### config.mk
export PLATFORM = sky130hd
export DESIGN_NAME = pms_ram
export DESIGN_NICKNAME = d
export VERILOG_FILES = /design/src/pms_ram.sv
export SDC_FILE = /design/constraint.sdc
export NUM_CORES = 2
export LEC_CHECK = 0
export BUFFER_PORTS_ARGS = -buffer_cell sky130_fd_sc_hd__buf_2
export CORE_UTILIZATION = 55
export CTS_CLUSTER_SIZE = 12
export DETAILED_ROUTE_END_ITERATION = 8
export PLACE_DENSITY = 0.8
export SLEW_MARGIN = 20
export SYNTH_ARGS = -nofsm -noshare
export SYNTH_HDL_FRONTEND = slang
export SYNTH_SLANG_ARGS = --single-unit
### constraint.sdc
create_clock -name clk -period 9.95 [get_ports clk]
set_input_delay 2.4875 -clock clk [delete_from_list [all_inputs] [get_ports clk]]
set_output_delay 2.4875 -clock clk [all_outputs]
set_load 0.1 [all_outputs]
### src/pms_ram.sv
// Generic synchronous RAM: one write port, two registered read ports.
// No dependencies.
module pms_ram #(
    parameter int WIDTH = 32,
    parameter int DEPTH = 64
) (
    input  logic                     clk,
    input  logic                     we,
    input  logic [$clog2(DEPTH)-1:0] waddr,
    input  logic [WIDTH-1:0]         wdata,
    input  logic [$clog2(DEPTH)-1:0] raddr_a,
    output logic [WIDTH-1:0]         rdata_a,
    input  logic [$clog2(DEPTH)-1:0] raddr_b,
    output logic [WIDTH-1:0]         rdata_b
);

    logic [WIDTH-1:0] mem [DEPTH];
    logic [WIDTH-1:0] rd_a_reg;
    logic [WIDTH-1:0] rd_b_reg;

    always_ff @(posedge clk)
    begin
        if (we)
        begin
            mem[waddr] <= wdata;
        end
        rd_a_reg <= mem[raddr_a];
        rd_b_reg <= mem[raddr_b];
    end

    assign rdata_a = rd_a_reg;
    assign rdata_b = rd_b_reg;

endmodule

==> run_results.csv <==
group,metric,value,unit
logic_synthesis,synth_cells,4412,
worst_setup_path,critPathMaxFanout,99,
power_and_ir_drop,pwr-share-comb,9.5,%
logic_synthesis,yosysWarnings,0,
routing,via_count,53300,
logic_synthesis,synth_seq_cells,2112,
power_and_ir_drop,p_leak,32.8,nW
sta,fin_ws,4.61,ns
logic_synthesis,ys_seq_area_share,65.6,%
job,drv_cap,0,
power_and_ir_drop,p_clk_share,38.3,%
logic_synthesis,syn_area,95700,um2
logic_synthesis,async_flop_share,0,%
cts,clkTransAtPathRegs,0.07,ns
cts,root_buffer,"clkbuf_16",
sta,max_slew_margin,18.4,%
sta,post-route-period-util,53.7,%
outcome,status,"complete, no violations",
worst_setup_path,worstPathRequired,10.64,ns
global_route,grt_max_degree,105,
placed_design,numPortBuffers,115,
routing,wl,283000,um
worst_setup_path,path_buf_inv,3,
power_and_ir_drop,p_total,0.0191,W
sta,finClkSkew,0.0304,ns
placed_design,dp_cells,6620,
sta,hold_violations,0,
final_layout,areaGrowthSynthToFinish,10.2,%
worst_setup_path,cp-end-kind,"register",
worst_setup_path,setup.worst_path.start_class,"primary input",
logic_synthesis,yosys-top-cells-count,"edfxtp_1, mux4_2, mux2i_1",
final_layout,fillers,11200,
cts,h-tree-depth,4,
global_route,grt_use_total,32.7,%
sta,fin_tns_setup,0,ns
placed_design,finalWeightedCongestion,0.862,
final_layout,final-seq-area,62800,um2
routing,vias_per_cell,7.60,
sta,setup_viol,0,
power_and_ir_drop,p_sw_share,23.5,%
power_and_ir_drop,internal_power,0.0146,W
sta,max_freq,187,MHz
sta,min_period,5.34,ns
worst_setup_path,cp_slowest_stage_delay,0.69,ns
logic_synthesis,syn_nets,4464,
cts,cts_tree,"built",
worst_setup_path,path_delay_family,"buffers and inverters",
floorplanning,core_area,172000,um2
floorplanning,initial_core_util,55.6,%
routing,drt-initial-drc-count,8906,
cts,cts_made_buffers,203,
routing,ant_nets,0,
placed_design,dpl.hpwl,154000,um
final_layout,multi_input_area,31700,um2
cts,clkSinkCount,2112,
power_and_ir_drop,p_switching,0.00448,W
cts,clk_path_buf_depth,3,
worst_setup_path,path_cells,"buf_8 > buf_4 > buf_4 > mux4_2 > mux4_2 > o22ai_1 > a21oi_1",
logic_synthesis,synth_top_area_cell,"edfxtp_1",
cts,hold_buffers,0,
logic_synthesis,synthDistinctLibCells,38,
logic_synthesis,syn_avg_cell_area,21.7,um2
global_route,grt_pass1_wl,399000,um
sta,rsz0062_at_grt,"false",
worst_setup_path,slowest_stage,"buf_8",
final_layout,fin_util,61.3,%
global_route,grt_pass1_vias,53600,
routing,drc,0,
sta,drv_slew,0,
logic_synthesis,synth_top_area_share,64.3,%
cts,post-cts-setup-buffer-count,0,
power_and_ir_drop,p_per_area,181,nW/um2
routing,drt_first_pass_iters,8,
worst_setup_path,critPathKind,"primary input to register",
floorplanning,die_x,419,um
cts,clk_latency,0.85,ns
logic_synthesis,yosysMostFrequentCell,"edfxtp_1",
floorplanning,die_height,419,um
power_and_ir_drop,vdd_drop_max,0.213,mV
logic_synthesis,synthFlopType,"edfxtp_1",
cts,cts_resized,0,
final_layout,drive_above_1_share,36.9,%
worst_hold_path,hold_path_class,"register to register",
final_layout,final_cell_count_no_fill,7009,
placed_design,place_ws,3.97,ns
worst_setup_path,arrival,6.03,ns
floorplanning,rows,152,
global_route,antenna_found_initial,23,
sta,tightest_slew,1.22,ns
final_layout,fin_nets,4572,
routing,wl_per_cell,40.4,um
floorplanning,num_io_pins,116,
logic_synthesis,synth.area.top_cells,"edfxtp_1, mux4_2, mux2i_1",
global_route,grt_overflow,0,
power_and_ir_drop,seq_power_share,52.1,%
logic_synthesis,synth_edf_count,2048,
floorplanning,die_area,176000,um2
==> flip-flops by register name (all words and copies together), names as in the netlist <==
signal / count
mem: 2048
rdata_a: 32
rdata_b: 32
==> final timing paths <==
path,start,endpoint,slack [ns],depth (start not counted)
setup / recovery,raddr_b[1],rdata_b[3]$_DFF_P_,4.61,7
hold / removal,mem[30][1]$_DFFE_PP_,rdata_a[1]$_DFF_P_,0.90,5
setup reg to reg,mem[1][8]$_DFFE_PP_,rdata_a[8]$_DFF_P_,7.49,4
hold reg to reg,mem[30][1]$_DFFE_PP_,rdata_a[1]$_DFF_P_,0.90,5
==> worst reg2reg max path, stage by stage (launching register included) <==
cell,delay (ns)
edfxtp_1,0.42
mux4_2,0.49
mux4_2,0.47
o22ai_1,0.79
nor2_1,0.11
==> power groups by stage <==
| stage | clock network [W] | logic (W) | registers, W |
|---|---|---|---|
| global placement | 0 | 0.00175 | 0.0101 |
| CTS | 0.00731 | 0.00178 | 0.00993 |
| detailed placement | 0 | 0.00177 | 0.0101 |
| finish | 0.00730 | 0.00182 | 0.00993 |
| global route | 0.00764 | 0.00187 | 0.00993 |
| floorplan | 0 | 0.000943 | 0.0103 |
==> final cells by class <==
cell class	instances	share of cell area [%]
clock buffers	341	5.61
diodes	22	0.0522
flip-flops and latches	2112	59.5
multi-input cells	1952	30.0
clock inverters	21	0.196
well taps	2310	2.74
inverters	1	0.00356
repair buffers	250	1.83
==> layout by cell type, fill, tap and decap left out, drive strengths merged, types with 2 or more instances in the layout <==
master  synthesis  final
a22oi          85     85
diode           0     22
or3             2      2
o32a            9      9
a21oi          58     58
nand2          93     93
and2            6      6
nor2           94     94
nand4           2      2
clkinv          0     14
a32oi           9      9
o221ai         16     16
a221oi         13     13
or3b            2      2
or2             3      3
inv             1      5
o211ai         27     27
mux2i         204    204
nand3b          6      6
a211oi         15     15
buf           212    250
mux4         1124   1124
nor3            3      3
o22ai          56     56
clkbuf        135    341
nor2b          19     19
nand2b          8      8
mux2           36     36
nand3           9      9
edfxtp       2048   2048
o21ai          49     49
bufinv          0      3
dfxtp          64     64
==> stage by stage <==
step	cell area [um2]	hold WS (ns)
after global routing	105000	0.935
after floorplan	95700	0.780
after global placement	99100	0.863
final	105000	0.902
after CTS	105000	0.901
after detailed placement	99100	0.887
==> per-layer routing <==
metal / up-vias / part of all wire (%) / global-route usage [%]
met5: - / 0.071 / 0.583
met4: 14 / 5.9 / 17.0
met3: 884 / 16 / 11.4
met2: 4797 / 46 / 49.3
met1: 27900 / 32 / 42.2
li1: 19700 / - / -
==> cell families (layout without fill, tap and decap cells) <==
| family | Yosys count | in the layout | synth area share (%) |
|---|---|---|---|
| flops | 2112 | 2112 | 65.6 |
| compound gates | 340 | 340 | 2.39 |
| buf+inv | 348 | 613 | 1.83 |
| other cells | 0 | 22 | 0 |
| mux | 1364 | 1364 | 29.0 |
| simple gates | 248 | 248 | 1.13 |
No activity file was read; power rests on OpenSTA's default activity.
